==> src/rtl/core/ads_pkg.sv <==
// Shared types, constants and span functions of the area image downscaler.
`default_nettype none
package ads_pkg;
	localparam int ADS_MAX_WIDTH = 2048;
	localparam int MAX_CHANNELS  = 4;
	localparam int FRAC_BITS     = 16;
	localparam int NUM_REGS      = 7;
	localparam int POS_W         = 40;
	localparam int RATIO_W       = 24;
	localparam int IDX_W         = POS_W - FRAC_BITS;
	localparam int WFIRST_W      = FRAC_BITS + 1;
	localparam int SUM_W         = 64;
	localparam int AREA_W        = 2 * RATIO_W;
	localparam int CFG_IDX_W     = 3;
	localparam int CFG_DATA_W    = 24;

	localparam logic [CFG_IDX_W-1:0] REG_FORMAT     = 3'd0;
	localparam logic [CFG_IDX_W-1:0] REG_IN_WIDTH   = 3'd1;
	localparam logic [CFG_IDX_W-1:0] REG_IN_HEIGHT  = 3'd2;
	localparam logic [CFG_IDX_W-1:0] REG_OUT_WIDTH  = 3'd3;
	localparam logic [CFG_IDX_W-1:0] REG_OUT_HEIGHT = 3'd4;
	localparam logic [CFG_IDX_W-1:0] REG_RATIO_X    = 3'd5;
	localparam logic [CFG_IDX_W-1:0] REG_RATIO_Y    = 3'd6;

	localparam logic [1:0] FMT_GRAY = 2'd0;
	localparam logic [1:0] FMT_RGB  = 2'd1;

	localparam logic [RATIO_W-1:0] FX_ONE = RATIO_W'(1) << FRAC_BITS;

	typedef struct packed {
		logic [IDX_W-1:0]    first;
		logic [15:0]         last;
		logic [WFIRST_W-1:0] wfirst;
		logic [POS_W-1:0]    wlast;
		logic [IDX_W-1:0]    done;
	} span_t;

	typedef struct packed {
		logic       load;
		logic       span;
		logic       hsum;
		logic       mul;
		logic       tot;
		logic       div;
		logic       out_load;
		logic       upd;
		logic       clr;
		logic [2:0] dig;
		logic [3:0] div_sh;
	} ads_cmd_t;

	typedef struct packed {
		logic col_emit;
		logic fin_y;
		logic row_last;
		logic img_last;
		logic out_free;
	} ads_sts_t;

	function automatic logic [2:0] chan_count(input logic [1:0] fmt);
		logic [2:0] n;
		case (fmt)
			FMT_GRAY: n = 3'd1;
			FMT_RGB:  n = 3'd3;
			default:  n = 3'd4;
		endcase
		return n;
	endfunction

	function automatic span_t span_of(input logic [POS_W-1:0] fin,
			input logic [RATIO_W-1:0] ratio, input logic [15:0] size);
		logic [POS_W-1:0] st;
		logic [IDX_W-1:0] lst;
		span_t s;
		st = (fin >= POS_W'(ratio)) ? fin - POS_W'(ratio) : '0;
		lst = fin[POS_W-1:FRAC_BITS];
		if (fin[FRAC_BITS-1:0] == '0 && lst != '0) begin
			lst = lst - IDX_W'(1);
		end
		if (lst > IDX_W'(size) - IDX_W'(1)) begin
			lst = IDX_W'(size) - IDX_W'(1);
		end
		s.first = st[POS_W-1:FRAC_BITS];
		s.wfirst = WFIRST_W'(FX_ONE) - WFIRST_W'(st[FRAC_BITS-1:0]);
		s.last = lst[15:0];
		s.wlast = (s.first < lst) ? fin - {lst, FRAC_BITS'(0)} : '0;
		s.done = (s.first < lst) ? lst : s.first;
		return s;
	endfunction

	function automatic logic [POS_W-1:0] weight_at(input span_t s, input logic [15:0] i);
		logic [IDX_W-1:0] ii;
		logic [IDX_W-1:0] la;
		logic [POS_W-1:0] w;
		ii = IDX_W'(i);
		la = IDX_W'(s.last);
		if (ii == s.first) begin
			w = POS_W'(s.wfirst);
		end else if (ii > s.first && ii < la) begin
			w = POS_W'(FX_ONE);
		end else if (ii == la && s.first < la) begin
			w = s.wlast;
		end else begin
			w = '0;
		end
		return w;
	endfunction
endpackage
`default_nettype wire

==> src/rtl/core/ads_ctrl.sv <==
// Sequencer of the area image downscaler: clear sweep and per-pixel steps.
`default_nettype none
module ads_ctrl import ads_pkg::*; #(
	parameter int MAX_WIDTH = ADS_MAX_WIDTH,
	localparam int AW = $clog2(MAX_WIDTH)
) (
	input  wire logic          clk,
	input  wire logic          arst_n,
	input  wire logic          cfg_wr,
	input  wire logic          in_valid,
	output logic               in_ready,
	input  wire ads_sts_t      sts,
	output ads_cmd_t           cmd,
	output logic [AW-1:0]      clr_addr
);
	localparam logic [3:0] ST_CLEAR = 4'd0;
	localparam logic [3:0] ST_IDLE  = 4'd1;
	localparam logic [3:0] ST_SPAN  = 4'd2;
	localparam logic [3:0] ST_HSUM  = 4'd3;
	localparam logic [3:0] ST_MUL   = 4'd4;
	localparam logic [3:0] ST_TOT   = 4'd5;
	localparam logic [3:0] ST_DIV   = 4'd6;
	localparam logic [3:0] ST_OUT   = 4'd7;
	localparam logic [3:0] ST_UPD   = 4'd8;
	localparam logic [3:0] MUL_LAST = 4'd4;
	localparam logic [3:0] DIV_LAST = 4'd8;

	logic [3:0]    state_q, state_d;
	logic [3:0]    cnt_q, cnt_d;
	logic [AW-1:0] addr_q, addr_d;

	assign in_ready = (state_q == ST_IDLE);
	assign clr_addr = addr_q;

	always_comb begin
		state_d = state_q;
		cnt_d = cnt_q;
		addr_d = addr_q;
		cmd = '0;
		cmd.dig = cnt_q[2:0];
		cmd.div_sh = DIV_LAST - cnt_q;
		case (state_q)
			ST_CLEAR: begin
				cmd.clr = 1'b1;
				addr_d = addr_q + AW'(1);
				if (addr_q == AW'(MAX_WIDTH - 1)) begin
					state_d = ST_IDLE;
				end
			end
			ST_IDLE: begin
				if (in_valid) begin
					cmd.load = 1'b1;
					state_d = ST_SPAN;
				end
			end
			ST_SPAN: begin
				cmd.span = 1'b1;
				state_d = ST_HSUM;
			end
			ST_HSUM: begin
				cmd.hsum = 1'b1;
				cnt_d = '0;
				state_d = sts.col_emit ? ST_MUL : ST_UPD;
			end
			ST_MUL: begin
				cmd.mul = 1'b1;
				cnt_d = cnt_q + 4'd1;
				if (cnt_q == MUL_LAST) begin
					state_d = ST_TOT;
				end
			end
			ST_TOT: begin
				cmd.tot = 1'b1;
				cnt_d = '0;
				state_d = sts.fin_y ? ST_DIV : ST_UPD;
			end
			ST_DIV: begin
				cmd.div = 1'b1;
				cnt_d = cnt_q + 4'd1;
				if (cnt_q == DIV_LAST) begin
					state_d = ST_OUT;
				end
			end
			ST_OUT: begin
				if (sts.out_free) begin
					cmd.out_load = 1'b1;
					state_d = ST_UPD;
				end
			end
			ST_UPD: begin
				cmd.upd = 1'b1;
				addr_d = '0;
				state_d = (sts.row_last && sts.img_last) ? ST_CLEAR : ST_IDLE;
			end
			default: begin
				state_d = ST_CLEAR;
				addr_d = '0;
			end
		endcase
		if (cfg_wr) begin
			state_d = ST_CLEAR;
			addr_d = '0;
			cmd.load = 1'b0;
			cmd.out_load = 1'b0;
		end
	end

	always_ff @(posedge clk or negedge arst_n) begin
		if (!arst_n) begin
			state_q <= ST_CLEAR;
			cnt_q <= '0;
			addr_q <= '0;
		end else begin
			state_q <= state_d;
			cnt_q <= cnt_d;
			addr_q <= addr_d;
		end
	end
endmodule
`default_nettype wire

==> config.mk <==
export PLATFORM = sky130hd
export DESIGN_NAME = ads_ctrl
export DESIGN_NICKNAME = d
export VERILOG_FILES = /design/src/rtl/core/ads_pkg.sv /design/src/rtl/core/ads_ctrl.sv
export SDC_FILE = /design/constraint.sdc
export NUM_CORES = 1
export LEC_CHECK = 0
export BUFFER_PORTS_ARGS = -buffer_cell sky130_fd_sc_hd__buf_2
export CORE_AREA = 2 2 57 59
export CTS_BUF_LIST = sky130_fd_sc_hd__clkbuf_4 sky130_fd_sc_hd__clkbuf_8 sky130_fd_sc_hd__clkbuf_16
export DETAILED_ROUTE_END_ITERATION = 7
export DIE_AREA = 0 0 59 61
export PLACE_DENSITY = 0.74
export SLEW_MARGIN = 20
export SYNTH_ARGS = -nofsm -noshare
export SYNTH_HDL_FRONTEND = slang
export SYNTH_SLANG_ARGS = --single-unit
==> constraint.sdc <==
create_clock -name clk -period 1.45 [get_ports clk]
set_input_delay 0.145 -clock clk [delete_from_list [all_inputs] [get_ports clk]]
set_output_delay 0.145 -clock clk [all_outputs]
set_load 0.02 [all_outputs]
; Word level (Yosys, flattened, before mapping)
; Index checks and enable logic that the tools add are counted.
[word_totals]
ff_bits = 19
input_bits = 9
output_inout_bits = 28
word_cells = 56
[classes]
addsub = 3
n_eq_ne = 17
n_mux = 26
n_reduce_logical = 7
[ops]
columns = operator, count
row1 = $pmux 4 s9, 1
row2 = $mux 4, 8
row3 = $pmux 11 s2, 1
row4 = $eq 4x3->1 const B, 5
row5 = $ne 3x3->1 const B, 5
row6 = $mux 1, 14
row7 = $add 11x1->11 const B, 1
row8 = $eq 11x11->1 const B, 1
row9 = $mux 11, 1
row10 = $eq 4x2->1 const B, 2
row11 = $eq 4x4->1 const B, 2
row12 = $pmux 4 s2, 1
row13 = $reduce_or 7->1, 1
row14 = $reduce_and 5->1, 1
row15 = $add 4x1->4 const B, 1
row16 = $eq 4x1->1 const B, 1
row17 = $logic_not 4->1, 1
row18 = $reduce_or 2->1, 2
row19 = $sub 4x4->4 const A, 1
row20 = $ne 2x1->1 const B, 1
row21 = $reduce_bool 2->1, 1
row22 = $logic_and 1x1->1, 1

; Longest topological paths before layout
; Gate-level depths: netlist (run 1).
[depth]
word_depth = 4
ltp_mapped = 6

; Worst setup path before layout (run 1)
; OpenSTA, ideal clock, no wires.
[synth_path]
kind = reg2out
startpoint = register state_q[2]
endpoint = output port cmd[15] (netlist bit)
t_arrival_ns = 1.623
required_time_ns = 1.305
setup_slack_ns = -0.318
path_stages_with_launch = 4
path_buffers = 1
cell_sequence = dfrtp_1 buf_6 or4b_1 nor3b_1
[synth_lines]
columns = item, line_no
row1 = start: declaration, ads_ctrl.sv:28  ; logic [3:0] state_q, state_d;
row2 = start signal: assignment, ads_ctrl.sv:114  ; state_q <= state_d;
row3 = end: declaration, ads_ctrl.sv:13  ; output ads_cmd_t cmd,

==> results of run 1 <==
-- worst reg2reg max path: stages (launching register included) --
cell      delay (ns)
dfrtp_1         0.43
buf_4           0.14
buf_6           0.08
buf_8           0.11
nand2b_1        0.09
a211oi_2        0.42
a21oi_2         0.11
o32ai_2         0.23
-- stage by stage --
stage	area, um2	hold slack [ns]	power (mW)	worst slack, ns
floorplan	1365	-0.1506	1.974	-0.08351
global placement	1735	0.1036	2.491	-0.03036
detailed placement	1735	0.1143	2.543	-0.07020
CTS	2078	0.1480	3.507	-0.2737
global route	2208	0.1912	4.162	-0.4106
finish	2208	0.1467	3.969	-0.3676
-- flip-flops by register name (all words and copies together) (netlist names) --
signal,count
cnt_q,4
state_q,4
clr_addr,11
-- per-layer routing --
layer  vias up  global-route usage, %
li1        676                      -
met1       732                  29.43
met2        67                  46.19
met3        11                  3.198
met4         0                  11.36
met5         -                      0
-- cell usage after synthesis (2+ instances only) --
cell type   n
a211o_1     2
a21oi_1     8
a22o_1      3
and3_1      2
buf_4       5
buf_6       2
clkbuf_1    7
dfrtp_1    19
ha_1        3
inv_1       6
nand2_1    15
nand2b_1    5
nand3_1     6
nand4_1     4
nor2_1     14
nor2b_1     2
nor3_1      5
nor3b_1     3
o21ai_0     5
o21bai_1    2
xnor2_1     5
xor2_1      5
-- worst min-delay path by stage --
stage	startpoint	to	slack, ns	depth (start not counted)
CTS	sts[3]	state_q[3]	0.15	4
detailed placement	arst_n	clr_addr[3]	0.11	1
global route	sts[3]	state_q[3]	0.19	4
floorplan	arst_n	clr_addr[0]	-0.15	0
finish	sts[4]	state_q[3]	0.15	4
global placement	arst_n	clr_addr[3]	0.10	1
-- report_power, final --
| part | switching [mW] | internal [mW] |
|---|---|---|
| combinational | 1.49 | 1.44 |
| sequential | 0.0999 | 0.626 |
| clock | 0.190 | 0.127 |
-- area by class of cell --
cell class | count | share of cell area [%]
Timing Repair Buffer | 84 | 29.52
Sequential cell | 19 | 21.87
Tap cell | 33 | 1.870
Clock buffer | 4 | 1.360
Multi-Input combinational cell | 113 | 44.36
Inverter | 6 | 1.020
-- cells by family after synthesis --
group / count (synthesis) / share of synthesized area [%]
buffers and inverters: 21 / 8.537
adders and majority gates: 3 / 2.815
DFF: 19 / 35.65
xor gates and xnor gates: 10 / 6.566
AOI/OAI and AO/OA: 30 / 16.14
and+or+nand+nor: 70 / 30.30
-- timing repair --
| action | CTS | global route |
|---|---|---|
| hold buffers | 1 | 0 |
| cloned | 0 | 0 |
| pin swaps | 15 | 15 |
| buffers inserted | 11 | 8 |
| setup endpoints to repair | 16 | 29 |
| gates resized for setup | 55 | 23 |
| endpoints found under the hold margin | 19 | 0 |
==> impl_results.md, run 1 <==
- Area fraction of the dominant cell type after synthesis: 35.65%
- Cts bufs inserted: 3
- CTS tree: built
- Cell Rows: 20
- Post-synth top area cell: dfrtp_1
- Mapped Area: 1334 um2
- Period Utilization, post-route: 125.4%
- Syn. warnings: 0
- Fin cells: 259
- Total GRT Usage: 25.25%
- Met1 wire length: 1850 um
- Peak VDD IR: 1.181 mV
- Synth area leaders: dfrtp_1, nand2_1, nor2_1, xnor2_1, xor2_1
- Violated checks: setup timing
- Drt wl/cell: 18.30 um
- Commonest non-fill, non-tap cell in the layout: buf_4
- Final setup violation count: 28
- FMAX: 550.2 MHz
- Worst setup path end: cmd[15]
- Slowest stage delay, CP: 0.55 ns
- Final antenna diode count: 0
- Initial DRC Count: 46
- Final WS setup: -0.3676 ns
- Max clock buf depth: 2
- Number of global-route vias before repair: 1,494
- Initial Util: 45.17%
- Leakage power: 1.058 nW
- Post-synth top flop: dfrtp_1
- Post-synth EDFFs: 0
- Slowest-stage cell, CP: or4b_4
- DR vias/cell: 5.737
- Io pins: 37
- Layout cell share with drive strength beyond 1: 60.18%
- Root buf cell: clkbuf_4
- Worst EP arrival: 1.67 ns
- FF-to-FF End: state_q[0]
- Post-synthesis sequential area ratio: 35.65%
- Area Growth Syn to Fin: 65.57%
- Avg Cell Area, Syn: 8.718 um2
- Most frequent cells in the layout: buf_4, buf_2, buf_6, nand2_1, dfrtp_1
- Largest net degree at the start of global routing: 20
- Inst Count DP: 239
- Register bit total from synthesis: 19
- First-pass GRT wire length: 6782 um
- Die X: 59 um
- Placeable Area: 2953 um2
- DRC: 0
- Die Y: 61 um
- H-tree Lvls: 1
- Clock sinks: 19
- Clk_skew: 0.003863 ns
- Worst R2R Start: state_q[1]
- HP Class: input port to register
- Worst-Margin Slew: 0.4631 ns
- Synthesized net count: 165
- Port buffer count: 36
- Pwr Density: 1797 nW/um2
- Critical Path Source: state_q[2]
- Clk pin slew, worst setup/hold paths: 0.12 ns
- Fin crit period: 1.818 ns
- # fillers: 213
- Nets: 239
- CP Depth: 3
- RSZ-0062 raised after global routing: yes
- Setup_tns: -5.012 ns
- Crit-path leading delay family: simple AND/OR/NAND/NOR gates
- Status: complete, but fails checks
- Max-slew violations: 0
- Worst Setup End Kind: output port
- Fin util: 74.79%
- Metal3 WL: 235 um
- Clock latency on the worst-skew pair: 0.32 ns
- Routed wire length: 4740 um
- DP Wirelength: 2757 um
- Metal2 WL: 2534 um
- FFs w/ async S/R, synth: 100.0%
- Worst Path Max Fanout: 3
- Worst Path Required: 1.31 ns
- Area of the multi-input gates: 979.7 um2
- Gr ovfl total: 0
- Startpoint types: register
- Post-Syn Instances: 153
- CP bufs+invs: 1
- Top Metal Used: met4
- GP Congestion: 0.8429
- Routed vias: 1,486
- Max-cap violation count: 0
- Count of cell types in the netlist: 47
- Detailed Routing Iterations Pass 1: 4
- R2R depth: 7
- Seq. cell area: 483.0 um2
- Relative slew slack: 69.13%
- Initial antenna violation count: 0
- Die ar.: 3599 um2
- CP Class: register to output port
- Final hold violations: 0
- Crit path cell chain: or4b_4, nor3b_2, buf_4
- Antenna viol nets, final: 0
- R2R Setup Slk: -0.28 ns
Power figures use the tool's default switching activity.
==> run 2, diff against run 1 <==
ABC_AREA = 1   (was unset)
PLACE_DENSITY = 0.73   (was 0.74)
SKIP_LAST_GASP = 1   (was unset)
==> impl_results.md, run 2 <==
- Status: complete, but fails checks
- Violated checks: setup timing
- Worst EP arrival: 1.35 ns (-0.32 ns)
- Clock sinks: 19 (unchanged)
- Slowest stage delay, CP: 0.48 ns (-0.07 ns)
- Comb power frac: 65.4% (-8.3 points)
- Commonest non-fill, non-tap cell in the layout: buf_4
- DR vias/cell: 5.099 (-11%)
- Final setup violation count: 7 (-75%)
- Most frequent cells after synthesis: nand2_1, inv_1, dfrtp_1
- Final antenna diode count: 0 (unchanged)
- Mapped Area: 1302 um2 (-2.3%)
- Clock latency on the worst-skew pair: 0.30 ns (-0.02 ns)
- Initial Util: 44.11% (-1.1 points)
- Register bit total from synthesis: 19 (unchanged)
- DP Wirelength: 2337 um (-15%)
- Max-slew violations: 0 (unchanged)
- Clk pin slew, worst setup/hold paths: 0.11 ns (about the same)
- Startpoint types: register
- DRC: 0 (unchanged)
- Seq pwr share: 25.4% (+7.1 points)
- Post-synth top area cell: dfrtp_1
- Area Growth Syn to Fin: 48.03%
- HP Class: input port to register
- Post-route cell area: 1928 um2 (-13%)
- Relative slew slack: 72.02% (+2.9 points)
- Most frequent CP cell: buf_6
- Final hold violations: 0 (unchanged)
- Simple-Gate Fraction of Synth Area: 35.06% (+4.8 points)
- Grt met2 use: 35.56% (-11 points)
- Count of cell types in the netlist: 29 (-38%)
- Largest net degree at the start of global routing: 20 (unchanged)
- Pwr Density: 1551 nW/um2 (-14%)
- Hold WS: 0.2488 ns (+0.1021 ns)
- Initial DRC Count: 59 (+28%)
- Clk_skew: 0.005446 ns (+0.001583 ns)
- Initial antenna violation count: 0 (unchanged)
- Root buf cell: clkbuf_4
- Total GRT Usage: 18.88% (-6.4 points)
- CP Class: register to output port
- Most frequent cells in the layout: buf_4, nand2_1, buf_2, inv_1, nor2_1
- Sw power: 1.387 mW (-22%)
- RSZ-0062 raised after global routing: yes
- Worst Setup End Kind: output port
- Avg Cell Area, Syn: 7.317 um2 (-16%)
- Largest register FFs: 11 (unchanged)
- First-pass GRT wire length: 5147 um (-24%)
- Detailed Routing Iterations Pass 1: 4 (unchanged)
- Final WS setup: -0.04029 ns (+0.3274 ns)
- Nets: 254 (+6.3%)
- Post-synthesis adder-cell area fraction: 2.882% (+0.068 points)
- Antenna viol nets, final: 0 (unchanged)
- Period Utilization, post-route: 102.8% (-23 points)
- Max clock buf depth: 2 (unchanged)
- GR met3 Demand/Resource: 1.919% (-1.3 points)
- Worst-Margin Slew: 0.4198 ns (-0.04333 ns)
- Routed vias: 1,397 (-6.0%)
- Synthesized net count: 190 (+15%)
- Dpl cell area: 1548 um2 (-11%)
- Max-cap violation count: 0 (unchanged)
- FFs w/ async S/R, synth: 100.0% (unchanged)
- Slowest-stage cell, CP: dfrtp_2
- Die Y: 61 um (unchanged)
- Die ar.: 3599 um2 (unchanged)
- Synth area leaders: dfrtp_1, nand2_1, inv_1, nor2_1, nand3_1
- Largest family of logic cells by synthesized area: simple AND/OR/NAND/NOR gates
- Sw Share: 46.37% (+1.6 points)
- Gr ovfl total: 0 (unchanged)
- FMAX: 671.0 MHz (+22%)
- H-tree Lvls: 1 (unchanged)
- Post-synth top flop: dfrtp_1
- Global route hottest layer: met2
- Worst Path Max Fanout: 5 (+2)
- Routed wire length: 3411 um (-28%)
- Post-synthesis sequential area ratio: 36.50% (+0.86 points)
- CTS tree: built
- Fin crit period: 1.490 ns (-0.3274 ns)
- Count leader, synth: nand2_1
- Leakage power: 0.9708 nW (-8.2%)
- Layout cell share with drive strength beyond 1: 49.38% (-11 points)
- Dpl ws: 0.03962 ns (+0.1098 ns)
- Peak VDD IR: 0.7983 mV (-32%)
- # fillers: 262 (+23%)
- Grt met1 use: 22.33% (-7.1 points)
- Port buffer count: 36 (unchanged)
- Worst Path Required: 1.31 ns (about the same)
- Cell Rows: 20 (unchanged)
- Placeable Area: 2953 um2 (unchanged)
- Drt wl/cell: 12.45 um (-32%)
- Post-Syn Instances: 178 (+16%)
- Syn. warnings: 0 (unchanged)
- GP Congestion: 0.8591 (+1.9%)
- Cts bufs inserted: 3 (unchanged)
- Area fraction of the dominant cell type after synthesis: 36.50% (+0.86 points)
- Mux contribution to synthesized area: 0% (unchanged)
- Crit path cell chain: nor2_4, buf_6, nand2_4, inv_2, buf_6
- Io pins: 37 (unchanged)
- Fraction of synthesized cell area in xor and xnor cells: 2.690% (-3.9 points)
- CP bufs+invs: 3 (+2)
- Post-synthesis compound-gate area fraction: 11.34% (-4.8 points)
- Post-synth EDFFs: 0 (unchanged)
- Clk network pwr share: 9.3% (+1.3 points)
- Crit-path leading delay family: flip-flops
- Number of global-route vias before repair: 1,226 (-18%)
- Die X: 59 um (unchanged)
- Fin util: 65.30% (-9.5 points)
- Pint: 1.604 mW (-27%)
[run 2: worst min-delay path, stage by stage]
cell and delay [ns]:
buf_2 0.09, nor2_1 0.04, o21ai_0 0.19, nor2_1 0.06
[run 2: kinds of logic after synthesis]
family | after synthesis
xor+xnor | 4
flops | 19
fa+ha+maj | 3
simple gates | 89
compound gates | 27
buf+inv | 36
[run 2: worst paths after layout]
kind	startpoint	endpoint	slack [ns]	cells after the start
max	state_q[1]	cmd[7]	-0.04	5
min	sts[3]	state_q[3]	0.25	4
max reg2reg	state_q[3]	state_q[0]	0.04	9
min reg2reg	clr_addr[5]	clr_addr[5]	0.54	2
max in group asynchronous	arst_n	clr_addr[0]	0.84	2
min in group asynchronous	arst_n	clr_addr[2]	0.29	2
[run 2: cell type report]
| class | instances | area (um2) | area share [%] |
|---|---|---|---|
| tap | 33 | 41.29 | 2.141 |
| clock buffer | 3 | 22.52 | 1.168 |
| clock inverter | 1 | 7.507 | 0.3894 |
| sequential | 19 | 483.0 | 25.05 |
| inverter | 32 | 120.1 | 6.230 |
| timing repair buffer | 63 | 455.4 | 23.62 |
| multi-input combinational | 123 | 798.3 | 41.40 |
[run 2: timing repair]
item / CTS / global route
gates resized for setup: 30 / 32
pin swaps: 6 / 7
endpoints found under the setup margin: 12 / 20
endpoints found under the hold margin: 19 / 0
hold buffers: 1 / 0
setup buffers: 8 / 11
[run 2: through the flow]
step,cells,power (mW),TNS [ns]
floorplan,178,1.726,0
global placement,250,2.073,0
detailed placement,250,2.088,0
CTS,263,2.618,-0.1623
global route,274,3.205,-1.012
finish,274,2.991,-0.1472
[run 2: routing by layer]
layer	up-vias	share of wire, %
li1	695	-
met1	667	42
met2	31	54
met3	4	2.8
met4	0	1.3
met5	-	0
[run 2: power groups by stage]
stage	Clock [mW]	Combinational (mW)	Sequential, mW
2_1_floorplan	0	0.952	0.773
3_3_place_gp	0	1.34	0.736
3_5_place_dp	0	1.35	0.739
4_1_cts	0.284	1.59	0.742
5_1_grt	0.310	2.12	0.770
6_report	0.278	1.95	0.759
